[config.mk]
export PLATFORM = sky130hd
export DESIGN_NAME = tagged_message_stream_decoder_unit
export DESIGN_NICKNAME = d
export VERILOG_FILES = /design/src/rtl/tmsd_pkg.sv /design/src/rtl/tmsd_front.sv /design/src/rtl/tmsd_queue.sv /design/src/rtl/tmsd_back.sv /design/src/rtl/tagged_message_stream_decoder_unit.sv
export SDC_FILE = /design/constraint.sdc
export NUM_CORES = 1
export LEC_CHECK = 0
export BUFFER_PORTS_ARGS = -buffer_cell sky130_fd_sc_hd__buf_4
export CAP_MARGIN = 5
export CORE_MARGIN = 1
export CORE_UTILIZATION = 55
export DETAILED_ROUTE_END_ITERATION = 16
export GPL_TIMING_DRIVEN = 0
export PLACE_DENSITY = 0.79
export SETUP_SLACK_MARGIN = 0.5
export SLEW_MARGIN = 0
export SYNTH_ARGS = -nofsm -noshare
export SYNTH_HDL_FRONTEND = slang
export SYNTH_SLANG_ARGS = --single-unit
[constraint.sdc]
create_clock -name clk -period 8.16 [get_ports clk]
set_input_delay 1.632 -clock clk [delete_from_list [all_inputs] [get_ports clk]]
set_output_delay 1.632 -clock clk [all_outputs]
set_load 0.01 [all_outputs]
[src/rtl/tmsd_pkg.sv]
`default_nettype none
package tmsd_pkg;

  typedef struct packed {
    logic [7:0] data_byte;
    logic       end_of_message;
  } in_item_t;

  typedef struct packed {
    logic [1:0]  item_kind;
    logic [3:0]  field_number;
    logic [31:0] field_value;
    logic [2:0]  end_status;
    logic        last_of_run;
  } out_item_t;

  // result kinds
  localparam logic [1:0] KIND_FIELD   = 2'd0;
  localparam logic [1:0] KIND_PAYLOAD = 2'd1;
  localparam logic [1:0] KIND_END     = 2'd2;

  // end status codes
  localparam logic [2:0] ST_OK       = 3'd0;
  localparam logic [2:0] ST_TRUNC    = 3'd1;
  localparam logic [2:0] ST_WIRE     = 3'd2;
  localparam logic [2:0] ST_PORT     = 3'd3;
  localparam logic [2:0] ST_PAYLOAD  = 3'd4;
  localparam logic [2:0] ST_VARINT   = 3'd5;
  localparam logic [2:0] ST_BAD_WIRE = 3'd6;

  // register indexes
  localparam logic [0:0] REG_MAX_PAYLOAD = 1'd0;
  localparam logic [0:0] REG_MAX_PORT    = 1'd1;

  localparam int CFG_DATA_W = 16;

  // one front-end step yields up to two results
  typedef struct packed {
    logic      has_first;
    out_item_t first;
    logic      has_end;
    out_item_t end_item;
  } step_t;

endpackage
`default_nettype wire

[src/rtl/tmsd_front.sv]
`default_nettype none
module tmsd_front #(
  parameter int MAX_MESSAGE_BYTES = 256
) (
  input  wire                logic clk,
  input  wire                logic rst,
  input  wire                logic cfg_we,
  input  wire                logic [0:0] cfg_index,
  input  wire                logic [tmsd_pkg::CFG_DATA_W-1:0] cfg_data,
  input  wire                logic in_fire,
  input  wire tmsd_pkg::in_item_t in_item,
  output tmsd_pkg::step_t    step
);
  import tmsd_pkg::*;

  typedef enum logic [2:0] {
    PH_TAG, PH_VARINT, PH_LEN, PH_FIXED, PH_SKIP, PH_PAYLOAD
  } phase_t;

  localparam int RemW = 16;

  phase_t      parse_phase, parse_phase_next;
  logic [63:0] acc, acc_next;
  logic [3:0]  vcount, vcount_next;
  logic [7:0]  cur_field, cur_field_next;
  logic [RemW-1:0] remaining, remaining_next;
  logic [31:0] fixed_word, fixed_word_next;
  logic [2:0]  err, err_next;
  logic [7:0]  max_payload_len;
  logic [15:0] max_port_number;

  logic [7:0]  b;
  logic [63:0] v;
  logic [6:0]  shamt;
  logic [1:0]  fidx;
  logic [2:0]  wire_t;
  logic [7:0]  fnum;
  logic [2:0]  st;
  out_item_t   first;
  logic        has_first;

  assign b = in_item.data_byte;

  always_comb begin
    parse_phase_next = parse_phase;
    acc_next         = acc;
    vcount_next      = vcount;
    cur_field_next   = cur_field;
    remaining_next   = remaining;
    fixed_word_next  = fixed_word;
    err_next         = err;
    has_first        = 1'b0;
    first            = '0;
    v                = '0;
    shamt            = 7'(7 * vcount);
    fidx             = 2'(3'd4 - remaining[2:0]);
    wire_t           = '0;
    fnum             = '0;
    st               = ST_OK;
    if (err == ST_OK) begin
      case (parse_phase)
        PH_TAG, PH_VARINT, PH_LEN: begin
          // accumulate the varint
          v = acc;
          if (vcount <= 4'd9) v = acc | ({57'd0, b[6:0]} << shamt[5:0]);
          vcount_next = vcount + 4'd1;
          acc_next    = v;
          if (b[7]) begin
            if (vcount_next >= 4'd10) err_next = ST_VARINT;
          end else begin
            acc_next    = '0;
            vcount_next = '0;
            if (parse_phase == PH_TAG) begin
              fnum   = v[10:3];
              wire_t = v[2:0];
              cur_field_next = fnum;
              case (fnum)
                8'd1, 8'd3, 8'd9:
                  if (wire_t != 3'd0) err_next = ST_WIRE;
                  else parse_phase_next = PH_VARINT;
                8'd2:
                  if (wire_t != 3'd2) err_next = ST_WIRE;
                  else parse_phase_next = PH_LEN;
                8'd4, 8'd5, 8'd6, 8'd7, 8'd8:
                  if (wire_t != 3'd5) err_next = ST_WIRE;
                  else begin
                    parse_phase_next = PH_FIXED;
                    remaining_next   = RemW'(4);
                    fixed_word_next  = '0;
                  end
                default:
                  case (wire_t)
                    3'd0: parse_phase_next = PH_VARINT;
                    3'd1: begin
                      parse_phase_next = PH_SKIP;
                      remaining_next   = RemW'(8);
                    end
                    3'd2: parse_phase_next = PH_LEN;
                    3'd5: begin
                      parse_phase_next = PH_SKIP;
                      remaining_next   = RemW'(4);
                    end
                    default: err_next = ST_BAD_WIRE;
                  endcase
              endcase
            end else if (parse_phase == PH_VARINT) begin
              parse_phase_next   = PH_TAG;
              first.item_kind    = KIND_FIELD;
              first.field_number = cur_field[3:0];
              if (cur_field == 8'd1) begin
                if (v > {48'd0, max_port_number}) err_next = ST_PORT;
                else begin
                  has_first = 1'b1;
                  first.field_value = v[31:0];
                end
              end else if (cur_field == 8'd3) begin
                has_first = 1'b1;
                first.field_value = {31'd0, v != 64'd0};
              end else if (cur_field == 8'd9) begin
                has_first = 1'b1;
                first.field_value = v[31:0];
              end
            end else if (cur_field == 8'd2) begin
              if (v > {56'd0, max_payload_len}) err_next = ST_PAYLOAD;
              else begin
                has_first          = 1'b1;
                first.item_kind    = KIND_FIELD;
                first.field_number = 4'd2;
                first.field_value  = v[31:0];
                if (v == 64'd0) parse_phase_next = PH_TAG;
                else begin
                  parse_phase_next = PH_PAYLOAD;
                  remaining_next   = RemW'(v[7:0]);
                end
              end
            end else begin
              if (v > 64'(MAX_MESSAGE_BYTES)) err_next = ST_TRUNC;
              else if (v == 64'd0) parse_phase_next = PH_TAG;
              else begin
                parse_phase_next = PH_SKIP;
                remaining_next   = v[RemW-1:0];
              end
            end
          end
        end
        PH_FIXED: begin
          // gather little-endian word
          fixed_word_next = fixed_word | ({24'd0, b} << {fidx, 3'd0});
          remaining_next  = remaining - RemW'(1);
          if (remaining_next == '0) begin
            has_first          = 1'b1;
            first.item_kind    = KIND_FIELD;
            first.field_number = cur_field[3:0];
            first.field_value  = fixed_word_next;
            fixed_word_next    = '0;
            parse_phase_next   = PH_TAG;
          end
        end
        default: begin
          // payload or skip: count down
          if (parse_phase == PH_PAYLOAD) begin
            has_first          = 1'b1;
            first.item_kind    = KIND_PAYLOAD;
            first.field_number = 4'd2;
            first.field_value  = {24'd0, b};
          end
          remaining_next = remaining - RemW'(1);
          if (remaining_next == '0) parse_phase_next = PH_TAG;
        end
      endcase
    end
    // end-of-message status
    st = err_next;
    if (st == ST_OK && (parse_phase_next != PH_TAG || vcount_next != 4'd0)) st = ST_TRUNC;
    step.has_first           = has_first;
    step.first               = first;
    step.first.last_of_run   = !in_item.end_of_message;
    step.has_end             = in_item.end_of_message;
    step.end_item            = '0;
    step.end_item.item_kind  = KIND_END;
    step.end_item.end_status = st;
    step.end_item.last_of_run = 1'b1;
  end

  // hold parser state
  always_ff @(posedge clk) begin
    if (rst) begin
      parse_phase     <= PH_TAG;
      acc             <= '0;
      vcount          <= '0;
      cur_field       <= '0;
      remaining       <= '0;
      fixed_word      <= '0;
      err             <= ST_OK;
      max_payload_len <= 8'd233;
      max_port_number <= 16'd511;
    end else begin
      if (cfg_we) begin
        case (cfg_index)
          REG_MAX_PAYLOAD: max_payload_len <= cfg_data[7:0];
          REG_MAX_PORT:    max_port_number <= cfg_data;
          default: ;
        endcase
      end
      if (in_fire) begin
        if (in_item.end_of_message) begin
          parse_phase <= PH_TAG;
          acc         <= '0;
          vcount      <= '0;
          cur_field   <= '0;
          remaining   <= '0;
          fixed_word  <= '0;
          err         <= ST_OK;
        end else begin
          parse_phase <= parse_phase_next;
          acc         <= acc_next;
          vcount      <= vcount_next;
          cur_field   <= cur_field_next;
          remaining   <= remaining_next;
          fixed_word  <= fixed_word_next;
          err         <= err_next;
        end
      end
    end
  end

endmodule
`default_nettype wire

[src/rtl/tmsd_queue.sv]
`default_nettype none
module tmsd_queue (
  input  wire logic clk,
  input  wire logic rst,
  input  wire logic push,
  input  wire tmsd_pkg::out_item_t push_item,
  output logic      full_soon,
  output logic      out_valid,
  output tmsd_pkg::out_item_t out_item,
  input  wire logic out_stall
);
  import tmsd_pkg::*;

  localparam int Depth = 4;

  out_item_t  slots [Depth];
  logic [1:0] rd_ptr, wr_ptr;
  logic [2:0] count;
  logic       pop;

  assign out_valid = count != 3'd0;
  assign out_item  = slots[rd_ptr];
  assign pop       = out_valid && !out_stall;
  // room for two more results after this cycle
  assign full_soon = count > 3'd2;

  // hold queue entries
  always_ff @(posedge clk) begin
    if (push) slots[wr_ptr] <= push_item;
  end

  // advance pointers
  always_ff @(posedge clk) begin
    if (rst) begin
      rd_ptr <= '0;
      wr_ptr <= '0;
      count  <= '0;
    end else begin
      if (push) wr_ptr <= wr_ptr + 2'd1;
      if (pop)  rd_ptr <= rd_ptr + 2'd1;
      count <= count + {2'd0, push} - {2'd0, pop};
    end
  end

endmodule
`default_nettype wire

[src/rtl/tmsd_back.sv]
`default_nettype none
module tmsd_back (
  input  wire logic clk,
  input  wire logic rst,
  input  wire logic step_valid,
  input  wire tmsd_pkg::step_t step,
  output logic      busy,
  output logic      push,
  output tmsd_pkg::out_item_t push_item,
  input  wire logic full_soon
);
  import tmsd_pkg::*;

  // pending end item when a step gives two results
  logic      pend;
  out_item_t pend_item;

  assign busy = pend || full_soon;

  always_comb begin
    push      = 1'b0;
    push_item = step.first;
    if (pend) begin
      push      = 1'b1;
      push_item = pend_item;
    end else if (step_valid) begin
      if (step.has_first) begin
        push = 1'b1;
      end else if (step.has_end) begin
        push      = 1'b1;
        push_item = step.end_item;
      end
    end
  end

  // hold second result and push it in the following cycle
  always_ff @(posedge clk) begin
    if (rst) begin
      pend <= 1'b0;
    end else if (pend) begin
      pend <= 1'b0;
    end else if (step_valid && step.has_first && step.has_end) begin
      pend <= 1'b1;
    end
  end

  always_ff @(posedge clk) begin
    if (step_valid) pend_item <= step.end_item;
  end

endmodule
`default_nettype wire

[src/rtl/tagged_message_stream_decoder_unit.sv]
`default_nettype none
// channel | direction | handshake       | payload
// in      | into      | in_valid/in_stall   | in_item (data_byte, end_of_message)
// out     | out of    | out_valid/out_stall | out_item (kind, field, value, status)
// cfg     | into      | cfg_we              | cfg_index, cfg_data
// One byte is taken per cycle while in_stall is low; results go through a four-entry queue.
// A byte giving a field plus the end item pushes them one after the other
// through the single queue write port, so in_stall rises for one cycle.
// in_stall is also high while the queue holds three or more results.
// Synchronous reset clears parser and queue and sets the registers to their defaults.
module tagged_message_stream_decoder_unit #(
  parameter int MAX_MESSAGE_BYTES = 256
) (
  input  wire logic clk,
  input  wire logic rst,
  input  wire logic in_valid,
  output logic      in_stall,
  input  wire tmsd_pkg::in_item_t in_item,
  output logic      out_valid,
  input  wire logic out_stall,
  output tmsd_pkg::out_item_t out_item,
  input  wire logic cfg_we,
  input  wire logic [0:0] cfg_index,
  input  wire logic [tmsd_pkg::CFG_DATA_W-1:0] cfg_data
);
  import tmsd_pkg::*;

  logic      in_fire, busy, push, full_soon;
  step_t     step;
  out_item_t push_item;

  assign in_stall = busy;
  assign in_fire  = in_valid && !in_stall;

  tmsd_front #(.MAX_MESSAGE_BYTES(MAX_MESSAGE_BYTES)) u_front (
    .clk, .rst, .cfg_we, .cfg_index, .cfg_data,
    .in_fire, .in_item, .step
  );

  tmsd_back u_back (
    .clk, .rst, .step_valid(in_fire), .step, .busy,
    .push, .push_item, .full_soon
  );

  tmsd_queue u_queue (
    .clk, .rst, .push, .push_item, .full_soon,
    .out_valid, .out_item, .out_stall
  );

endmodule
`default_nettype wire

# Yosys cells after proc, flatten, opt, wreduce, memory -nomap -nowiden
# Memories as Yosys holds them, arrays and structs flattened. A register that Yosys moved wholly into a read port is not among the register bits.
# Index checks and enable logic that the tools add are counted.
# word_totals
ff_bits,165
ramBits,168
in_bits,31
output_inout_bits,44
elab_cells,218
n_memories,1
# op_classes
n_addsub,7
multipliers,1
order_cmp,6
n_eq_ne,34
n_shift,2
mux,112
bitwise,3
n_reduce_logical,38
# mem_list
name,depth,width,rd,rd_ports_with_merged_regs,wr,line,text
u_queue.slots,4,42,1,1,1,tmsd_queue.sv:16,out_item_t slots [Depth];
# ops
cell,n
$mux W64,7
$mux W32,11
$mux W16,12
$mux W38,5
$mux W42,4
$mux W3,32
$pmux W38 S2,1
$gt A64 B16 Y1,1
$gt A64 B8 Y1,1
$gt A64 B9 Y1 const B,1
$logic_not A64 Y1,1
$or A64 B64 Y64,1
$pmux W16 S2,2
$pmux W32 S2,1
$reduce_bool A64 Y1,1
$shl A7 B6 Y64,1
$mux W8,5
$mux W37,1
$mux W36,1
$mux W34,1
$eq A8 B2 Y1 const B,4
$eq A8 B3 Y1 const B,4
$or A32 B32 Y32,1
$shl A8 B5 Y32,1
other kinds (47),103

# Depth between registers and ports, before layout
# Gate-level depths: netlist of run 1.
# depth
word_depth,23
ltp_mapped,31
mapped_depth_nobuf,27

# Modules after synthesis
# A second synthesis of run 1 with hierarchy kept.
# unflattened
cells_unflattened,1874
area_unflattened_um2,19570.0
# by_module_without_submodules
mod,instances,cells_each,area_per_inst_um2,seq_area_each_um2
tmsd_front,1,1368,10326.2,3083.0
tmsd_queue,1,269,6581.3,5225.0
tmsd_back,1,236,2648.8,1281.2
tagged_message_stream_decoder_unit,1,1,13.8,0.0

# Worst setup path after synthesis of run 1
# Ideal clock, no wire load.
# synth_timing
path_type,register -> register
start,register u_front.vcount[0]
end,"memory u_queue.slots[0][0] (netlist name), enable pin"
t_arrival_ns,6.953
required_time_ns,7.713
setup_slack_ns,0.760
stages_incl_launch_ff,26
path_buffers,4
synth_period_minus_slack_ns,7.400
path_cell_list,dfxtp_1 -> buf_6 -> inv_2 -> buf_2 -> fa_1 -> inv_1 -> ha_1 -> inv_1 -> fa_1 -> buf_2 -> buf_2 -> nor2_1 -> a221oi_1 -> nor2_1 -> a21oi_1 -> inv_1 -> ha_1 -> a2111oi_0 -> o21ai_0 -> a21oi_1 -> a21oi_1 -> a21oi_1 -> nand4_1 -> a211oi_1 -> a211oi_2 -> nor2b_1
# synth_between
elab_chain_cells,19
word_cells_on_any_way,23
cone_classes,mul: 1; order compare: 3; shift: 1; mux: 17; bitwise: 1
# synth_rtl
element,line,text
start: declaration,tmsd_front.sv:24,"logic [3:0] vcount, vcount_next;"
start signal: assignment,tmsd_front.sv:217,vcount <= vcount_next;
$mul A3 B4 Y6,tmsd_front.sv:55,shamt = 7'(7 * vcount);
$shl A7 B6 Y64,tmsd_front.sv:65,"if (vcount <= 4'd9) v = acc | ({57'd0, b[6:0]} << shamt[5:0]);"
$or A64 B64 Y64,tmsd_front.sv:65,
$mux W64 *,tmsd_front.sv:65,
$mux W64 *,tmsd_front.sv:61,case (parse_phase)
$mux W64 *,tmsd_front.sv:60,if (err == ST_OK) begin
$gt A64 B8 Y1 or $gt A64 B16 Y1 (tied branches),"tmsd_front.sv:124, tmsd_front.sv:111",
$mux W1 (on tied branches),"tmsd_front.sv:124, tmsd_front.sv:111",
(+3 left out),--,
$mux W1 *,tmsd_front.sv:68,if (b[7]) begin
$pmux W1 S2 *,tmsd_front.sv:61,
$mux W1 *,tmsd_front.sv:60,
$mux W1 *,tmsd_back.sv:27,if (step.has_first) begin
$mux W1 *,tmsd_back.sv:26,end else if (step_valid) begin
$mux W1 *,tmsd_back.sv:23,if (pend) begin
$mux W1 *,tmsd_queue.sv:29,if (push) slots[wr_ptr] <= push_item;
$mux W1 (implied by the code) *,tmsd_queue.sv:29,
end: declaration,tmsd_queue.sv:16,
# Mark *: on every way between the ends. The rest lies on a longest branch, timed or not. The select of a mux whose other input is x is not followed.

==> flow_summary_export.csv, run 1 <==
group,metric,value,unit
logic_synthesis,synth_top_flop_cell,"sky130_fd_sc_hd__edfxtp_1",
logic_synthesis,synthCells,1624,
worst_hold_path,hold_class,"flop to flop",
logic_synthesis,postSynthAreaPerCell,10.41,sq um
critical_path,timing.critical_path.mode_cell,"sky130_fd_sc_hd__inv_1",
critical_path,crit_path_end_kind,"flop",
logic_synthesis,yosys.cell_types.count,96,
timing,relSlewSlack,13.37,%
critical_path,cp.arrival,7.84,ns
detailed_routing,detailroute.wirelength.met3,4845,um
detailed_routing,drt_first_pass_iters,6,
placement,dpl_ws,-0.2273,ns
logic_synthesis,ys_async_sr_fraction,0,%
critical_path,critical_path.n_buffers_inverters,10,
critical_path,cp_data_required_time,8.48,ns
clock_tree,cts_hold_buf,0,
placement,finalWeightedCongestion,0.9784,
critical_path,slowest_library_cell_on_the_worst_path,"sky130_fd_sc_hd__a31oi_2",
cells_and_area,layoutNonFillerInstCount,2169,
clock_tree,cts_tree,"done",
timing,setup_tns_final,0,ns
global_routing,pin_count_of_the_biggest_net_entering_global_routing,31,
floorplanning,placeableCoreArea,0.02995,sq mm
clock_tree,clkSlewWorstSetupHoldPaths,0.06,ns
clock_tree,clock_latency,0.55,ns
cells_and_area,insertedDiodeCount,0,
timing,final_period_minus_worst_setup_slack,7.524,ns
logic_synthesis,synthesis.area,0.01690,sq mm
placement,port-buffer-count,73,
logic_synthesis,synth_warnings,0,
global_routing,grt_overflow,0,
logic_synthesis,synth.largest_area_cell,"sky130_fd_sc_hd__edfxtp_1",
critical_path,ff2ff_setup_slack,0.64,ns
detailed_routing,route.vias.total,14309,
floorplanning,die_w,177.3,um
detailed_routing,dr.first_iter.drc_count,1752,
critical_path,cp_num_cells,26,
detailed_routing,met1Wirelength,19830,um
timing,min_period_over_period,92.20,%
timing,finalWorstSetupSlack,0.6364,ns
floorplanning,initial_core_util,56.42,%
placement,place_hpwl,36560,um
logic_synthesis,yosys-top-cells-area,"sky130_fd_sc_hd__edfxtp_1 30%, sky130_fd_sc_hd__dfxtp_1 19%, sky130_fd_sc_hd__mux4_2 5.9%",
placement,placed_cells,2091,
timing,worst_clock_skew,0.03083,ns
critical_path,critPathCapture,"u_queue.slots[3][14]",
detailed_routing,drc,0,
cells_and_area,fin_util,65.15,%
power,totalPowerFinal,5.248,mW
detailed_routing,highest_layer,"met4",
detailed_routing,antenna_left,0,
critical_path,setup.worst_path.start_class,"flop",
clock_tree,cts.sinks,335,
power,p_per_area,268.9,mW/mm^2
floorplanning,die_h,177.3,um
logic_synthesis,synth_top_area_share,30.38,%
clock_tree,max-clock-path-buffers,3,
detailed_routing,postRouteWirelength,51870,um
global_routing,antenna_found_initial,0,
clock_tree,cts_inserted_buffers,35,
critical_path,setup.worst_path.start,"u_front.vcount[0]",
critical_path,worst_r2r_path_cells,26,
critical_path,crit_family,"compound AO/OA/AOI/OAI gates",
timing,clock.fmax,132.9,MHz
timing,worst-slew-pin-transition,1.289,ns
detailed_routing,routed-wl-met2,24500,um
timing,final_max_slew_viol_count,0,
floorplanning,placement_rows,63,
timing,report.final.setup_viol,0,
power,vdd.ir_drop.worst,0.0001913,V
clock_tree,clock-root-buffer,"sky130_fd_sc_hd__clkbuf_16",
critical_path,critPathKind,"flop to flop",
critical_path,critical_path.reg2reg.endpoint,"u_queue.slots[3][14]",
power,cellLeakagePower,6.960,nW
global_routing,grt_use_total,32.74,%
critical_path,max_fo_critical_path,11,
detailed_routing,avgViaCountPerCell,6.597,
critical_path,worstReg2RegStart,"u_front.vcount[0]",
timing,rsz_0062_raised_after_global_routing,"no",
detailed_routing,post_drt_wl_per_cell,23.91,um
floorplanning,io-pin-count,75,
global_routing,grt_pass1_wl,77940,um
global_routing,grt_pass1_vias,13608,
flow_run,timing.max_cap.violations,0,
cells_and_area,drive_gt1_share,17.14,%
logic_synthesis,ys_seq_elements,335,
clock_tree,clock_tree.htree_level_count,2,
logic_synthesis,cell_types_with_the_highest_counts_after_synthesis,"190 x sky130_fd_sc_hd__nor2_1, 171 x sky130_fd_sc_hd__edfxtp_1, 167 x sky130_fd_sc_hd__a21oi_1",
cells_and_area,areaGrowthSynthToFinish,15.47,%
logic_synthesis,synth_edf_count,171,
critical_path,critical_path.max_stage_delay,0.63,ns
logic_synthesis,ys_seq_area_share,49.81,%
logic_synthesis,synthesis.nets,1704,
timing,report.final.hold_viol_count,0,
floorplanning,die_area,0.03144,sq mm
cells_and_area,nNetsFinal,1832,
status,run_status,"complete, no violations",
logic_synthesis,yosysMostFrequentCell,"sky130_fd_sc_hd__nor2_1",
[sequential cells by signal, summed over array words and instances, names as in the netlist, 4 cells and up, named ones only]
register and cells:
u_front.remaining 16, u_front.fixed_word 32, u_front.max_port_number 16, u_front.max_payload_len 8
u_queue.slots 168, u_front.vcount 4, u_front.cur_field 8, u_front.acc 64
[worst min path at each step]
stage	from	end	slack, ns	cells after the start
3_5_place_dp	u_front.max_port_number[10]	u_front.max_port_number[10]	0.45	2
5_1_grt	u_front.fixed_word[21]	u_front.fixed_word[21]	0.49	2
4_1_cts	u_front.max_port_number[10]	u_front.max_port_number[10]	0.45	2
2_1_floorplan	u_front.max_port_number[10]	u_front.max_port_number[10]	0.44	2
6_report	u_front.max_port_number[10]	u_front.max_port_number[10]	0.46	2
3_3_place_gp	u_front.fixed_word[11]	u_front.fixed_word[11]	0.45	2
[where the power goes]
group	total [mW]	switching [mW]	internal [mW]
logic	1.68	1.04	0.633
registers	1.92	0.0462	1.87
clock network	1.65	0.686	0.969
[worst reg2reg max path: cells and delay by family, from the launching register on]
kind	cells	cell delay, ns
compound gates	7	2.68
fa+ha+maj	3	1.24
buf+inv	10	1.84
flops	1	0.41
simple gates	6	1.15
[cell type report]
| class | instances | area (sq um) |
|---|---|---|
| Sequential cell | 335 | 8419 |
| Clock buffer | 46 | 957.2 |
| Timing Repair Buffer | 89 | 718.2 |
| Multi-Input combinational cell | 1117 | 7955 |
| Fill cell | 2314 | 10440 |
| Buffer | 106 | 489.2 |
| Inverter | 68 | 255.2 |
| Tap cell | 390 | 488.0 |
| Clock inverter | 18 | 232.7 |
[metal layers]
| layer | vias up | GRT usage, % |
|---|---|---|
| met4 | 0 | 16.56 |
| met3 | 167 | 6.834 |
| li1 | 6372 | - |
| met1 | 6982 | 41.36 |
| met2 | 788 | 53.21 |
| met5 | - | 0 |
[cell usage in the layout (no fill, tap or decap), drive strengths merged, types with 11 or more instances in the layout]
cell | Yosys | layout
mux4 | 44 | 44
mux2i | 15 | 15
a211oi | 18 | 18
nand4 | 21 | 21
buf | 28 | 116
clkbuf | 78 | 125
o211ai | 20 | 20
inv | 68 | 71
nor2 | 211 | 211
a21oi | 168 | 168
o21ai | 39 | 39
dfxtp | 164 | 164
o22a | 26 | 26
o22ai | 27 | 27
nor3 | 54 | 54
nand3 | 21 | 21
ha | 44 | 44
a22oi | 57 | 57
a31oi | 11 | 11
nor4 | 30 | 30
or3 | 12 | 12
nor2b | 16 | 18
and2 | 11 | 11
nand2 | 92 | 92
xnor2 | 13 | 13
edfxtp | 171 | 171
[logic make-up (layout without fill, tap and decap cells)]
group                      Yosys count  count (layout)  synth area share, %
buffers and inverters              174             327                4.375
xor gates and xnor gates            20              20                1.036
DFF                                335             335                49.81
AOI/OAI and AO/OA                  447             447                17.66
and+or+nand+nor                    533             535                15.87
muxes                               66              66                7.403
adders and majority gates           49              49                3.850
[timing repair]
item | CTS | global route
gates cloned | 2 | 0
resized for setup | 14 | 21
setup endpoints to repair | 338 | 314
pin swaps | 0 | 2
buffers inserted | 0 | 12
[metrics by stage]
step                hold slack [ns]  area [sq um]
global placement             0.4471         17940
global route                 0.4876         19520
CTS                          0.4547         19330
floorplan                    0.4363         16900
detailed placement           0.4470         18050
finish                       0.4565         19520
Power figures use the tool's default switching activity.
==> run 2, diff against run 1 <==
Clock period 8.16 ns to 9.06 ns, I/O delays scaled along.
==> flow_summary_export.csv, run 2 (synthesized netlist as in run 1, its figures left out) <==
group,metric,value,unit
status,run_status,"complete, no violations",
cells_and_area,fill_cells,2345,
detailed_routing,avgViaCountPerCell,6.603,
power,power.switching_fraction,33.80,%
timing,final_period_minus_worst_setup_slack,8.338,ns
clock_tree,max-clock-path-buffers,3,
floorplanning,die_area,0.03144,sq mm
cells_and_area,nNetsFinal,1818,
detailed_routing,route.vias.total,14229,
detailed_routing,routed-wl-met2,24140,um
detailed_routing,antenna_left,0,
placement,place_hpwl,36560,um
timing,clock.fmax,119.9,MHz
flow_run,timing.max_cap.violations,0,
power,clock_power_share,31.9,%
cells_and_area,multi_input_area,0.007779,sq mm
worst_hold_path,hold_class,"flop to flop",
cells_and_area,areaGrowthSynthToFinish,13.85,%
critical_path,critical_path.max_stage_delay,0.87,ns
power,total_switching_power,1.587,mW
cells_and_area,largest_register_ff_count,168,
placement,port-buffer-count,73,
power,p_per_area,243.9,mW/mm^2
cells_and_area,drive_gt1_share,15.13,%
global_routing,grt_overflow,0,
critical_path,crit_path_end_kind,"flop",
timing,worst-slew-pin-transition,1.276,ns
clock_tree,clock_tree.htree_level_count,2,
global_routing,antenna_found_initial,0,
cells_and_area,register_ranked_first_by_flip_flop_count,"u_queue.slots",
critical_path,setup.worst_path.start_class,"flop",
cells_and_area,layoutNonFillerInstCount,2155,
placement,placed_cells,2091,
detailed_routing,detailroute.wirelength.met3,4704,um
timing,final_max_slew_viol_count,0,
clock_tree,clock_latency,0.55,ns
detailed_routing,highest_layer,"met4",
detailed_routing,drc,0,
critical_path,crit_family,"compound AO/OA/AOI/OAI gates",
timing,setup_tns_final,0,ns
timing,finalWorstSetupSlack,0.7222,ns
cells_and_area,layout.cells.most_common_list,"190 x sky130_fd_sc_hd__nor2_1, 171 x sky130_fd_sc_hd__edfxtp_1, 167 x sky130_fd_sc_hd__a21oi_1",
power,p_int,3.108,mW
power,sequentialPowerShare,36.8,%
critical_path,critPathKind,"flop to flop",
timing,worst_clock_skew,0.03371,ns
clock_tree,clkSlewWorstSetupHoldPaths,0.06,ns
timing,relSlewSlack,14.29,%
clock_tree,postCtsSetupBuffers,0,
critical_path,cp.arrival,8.60,ns
timing,report.final.setup_viol,0,
floorplanning,placeableCoreArea,0.02995,sq mm
critical_path,critical_path.n_buffers_inverters,8,
floorplanning,placement_rows,63,
critical_path,cp_data_required_time,9.32,ns
detailed_routing,dr.first_iter.drc_count,1832,
power,cellLeakagePower,6.867,nW
global_routing,grt_use_total,32.54,%
cells_and_area,reg.largest.list,"u_queue.slots: 168 flops, u_front.acc: 64 flops, u_front.fixed_word: 32 flops",
timing,rsz_0062_raised_after_global_routing,"no",
placement,dpl_ws,0.6727,ns
critical_path,ff2ff_setup_slack,0.72,ns
global_routing,pin_count_of_the_biggest_net_entering_global_routing,31,
clock_tree,clock-root-buffer,"sky130_fd_sc_hd__clkbuf_16",
detailed_routing,drt_first_pass_iters,6,
power,vdd.ir_drop.worst,0.0001669,V
critical_path,max_fo_critical_path,11,
clock_tree,cts_tree,"done",
detailed_routing,postRouteWirelength,51470,um
cells_and_area,seq_area,0.008418,sq mm
power,pwr-share-comb,31.3,%
global_routing,grt_pass1_wl,77480,um
floorplanning,die_h,177.3,um
floorplanning,initial_core_util,56.42,%
clock_tree,post_cts_resize_count,0,
placement,finalWeightedCongestion,0.9784,
critical_path,timing.critical_path.mode_cell,"sky130_fd_sc_hd__a21oi_1",
timing,min_period_over_period,92.03,%
detailed_routing,met1Wirelength,19940,um
clock_tree,cts_hold_buf,0,
detailed_routing,post_drt_wl_per_cell,23.88,um
global_routing,grt_pass1_vias,13557,
floorplanning,io-pin-count,75,
power,totalPowerFinal,4.694,mW
clock_tree,cts.sinks,335,
cells_and_area,insertedDiodeCount,0,
cells_and_area,layout.cells.most_common,"sky130_fd_sc_hd__nor2_1",
clock_tree,cts_inserted_buffers,35,
floorplanning,die_w,177.3,um
timing,report.final.hold_viol_count,0,
critical_path,slowest_library_cell_on_the_worst_path,"sky130_fd_sc_hd__o22ai_1",
==> run 2: changes by cell type in the layout (fill, tap and decap cells not counted), moves of 3 or more <==
cell / before / now
sky130_fd_sc_hd__a21oi_1: 160 / 167
sky130_fd_sc_hd__buf_4: 89 / 77
sky130_fd_sc_hd__o22ai_2: 3 / 0
sky130_fd_sc_hd__a21oi_2: 8 / 1
sky130_fd_sc_hd__nor2_4: 3 / 0
sky130_fd_sc_hd__o22ai_1: 23 / 27
==> run 2: worst register-to-register path, stage by stage (launching register included) <==
cell                       delay (ns)
sky130_fd_sc_hd__dfxtp_1         0.48
sky130_fd_sc_hd__buf_6           0.20
sky130_fd_sc_hd__inv_2           0.06
sky130_fd_sc_hd__buf_2           0.22
sky130_fd_sc_hd__fa_1            0.56
sky130_fd_sc_hd__inv_1           0.04
sky130_fd_sc_hd__ha_1            0.22
sky130_fd_sc_hd__inv_1           0.07
sky130_fd_sc_hd__fa_1            0.52
sky130_fd_sc_hd__buf_2           0.25
sky130_fd_sc_hd__nor4b_1         0.38
sky130_fd_sc_hd__nor3_1          0.14
sky130_fd_sc_hd__o22ai_1         0.87
sky130_fd_sc_hd__a21oi_1         0.52
sky130_fd_sc_hd__inv_1           0.23
sky130_fd_sc_hd__ha_1            0.28
sky130_fd_sc_hd__a211oi_1        0.22
sky130_fd_sc_hd__o21ai_0         0.13
sky130_fd_sc_hd__a21oi_1         0.15
sky130_fd_sc_hd__a21oi_1         0.16
sky130_fd_sc_hd__a21oi_1         0.40
sky130_fd_sc_hd__nand4_1         0.28
sky130_fd_sc_hd__a221oi_2        0.39
sky130_fd_sc_hd__a21oi_2         0.20
sky130_fd_sc_hd__or4_1           0.44
sky130_fd_sc_hd__buf_4           0.20
sky130_fd_sc_hd__nor3b_1         0.47
==> run 2: through the flow <==
stage	utilization (%)	instance area [sq um]	hold slack, ns
2_1_floorplan	-	16900	0.4363
3_3_place_gp	59.88	17940	0.4471
3_5_place_dp	60.25	18050	0.4470
4_1_cts	64.22	19240	0.4547
5_1_grt	64.24	19240	0.4876
6_report	64.24	19240	0.4563
==> run 2: power groups by stage <==
stage	clock network, mW	logic (mW)	registers, mW
after global routing	1.56	1.57	1.73
after global placement	0	1.39	1.76
final	1.50	1.47	1.73
after detailed placement	0	1.43	1.76
after floorplan	0	0.949	1.75
after CTS	1.50	1.44	1.73
==> run 2: path summary, 6_finish.rpt <==
path / cells after the start / start / to
setup / recovery: 26 / u_front.vcount[0] / u_queue.slots[0][36]
hold reg to reg: 2 / u_front.max_port_number[10] / u_front.max_port_number[10]
setup reg to reg: 26 / u_front.vcount[0] / u_queue.slots[0][36]
hold / removal: 2 / u_front.max_port_number[10] / u_front.max_port_number[10]
==> run 2: area by class of cell <==
| type | count | share of cell area (%) |
|---|---|---|
| Inverter | 68 | 1.326 |
| Sequential cell | 335 | 43.75 |
| Timing Repair Buffer | 77 | 3.264 |
| Clock buffer | 46 | 4.974 |
| Buffer | 106 | 2.516 |
| Multi-Input combinational cell | 1115 | 40.43 |
| Clock inverter | 18 | 1.209 |
| Tap cell | 390 | 2.536 |
==> run 2: layer usage <==
metal | GRT usage [%] | vias up
li1 | - | 6338
met1 | 41.29 | 6891
met2 | 52.75 | 830
met3 | 6.491 | 170
met4 | 16.77 | 0
met5 | 0 | -
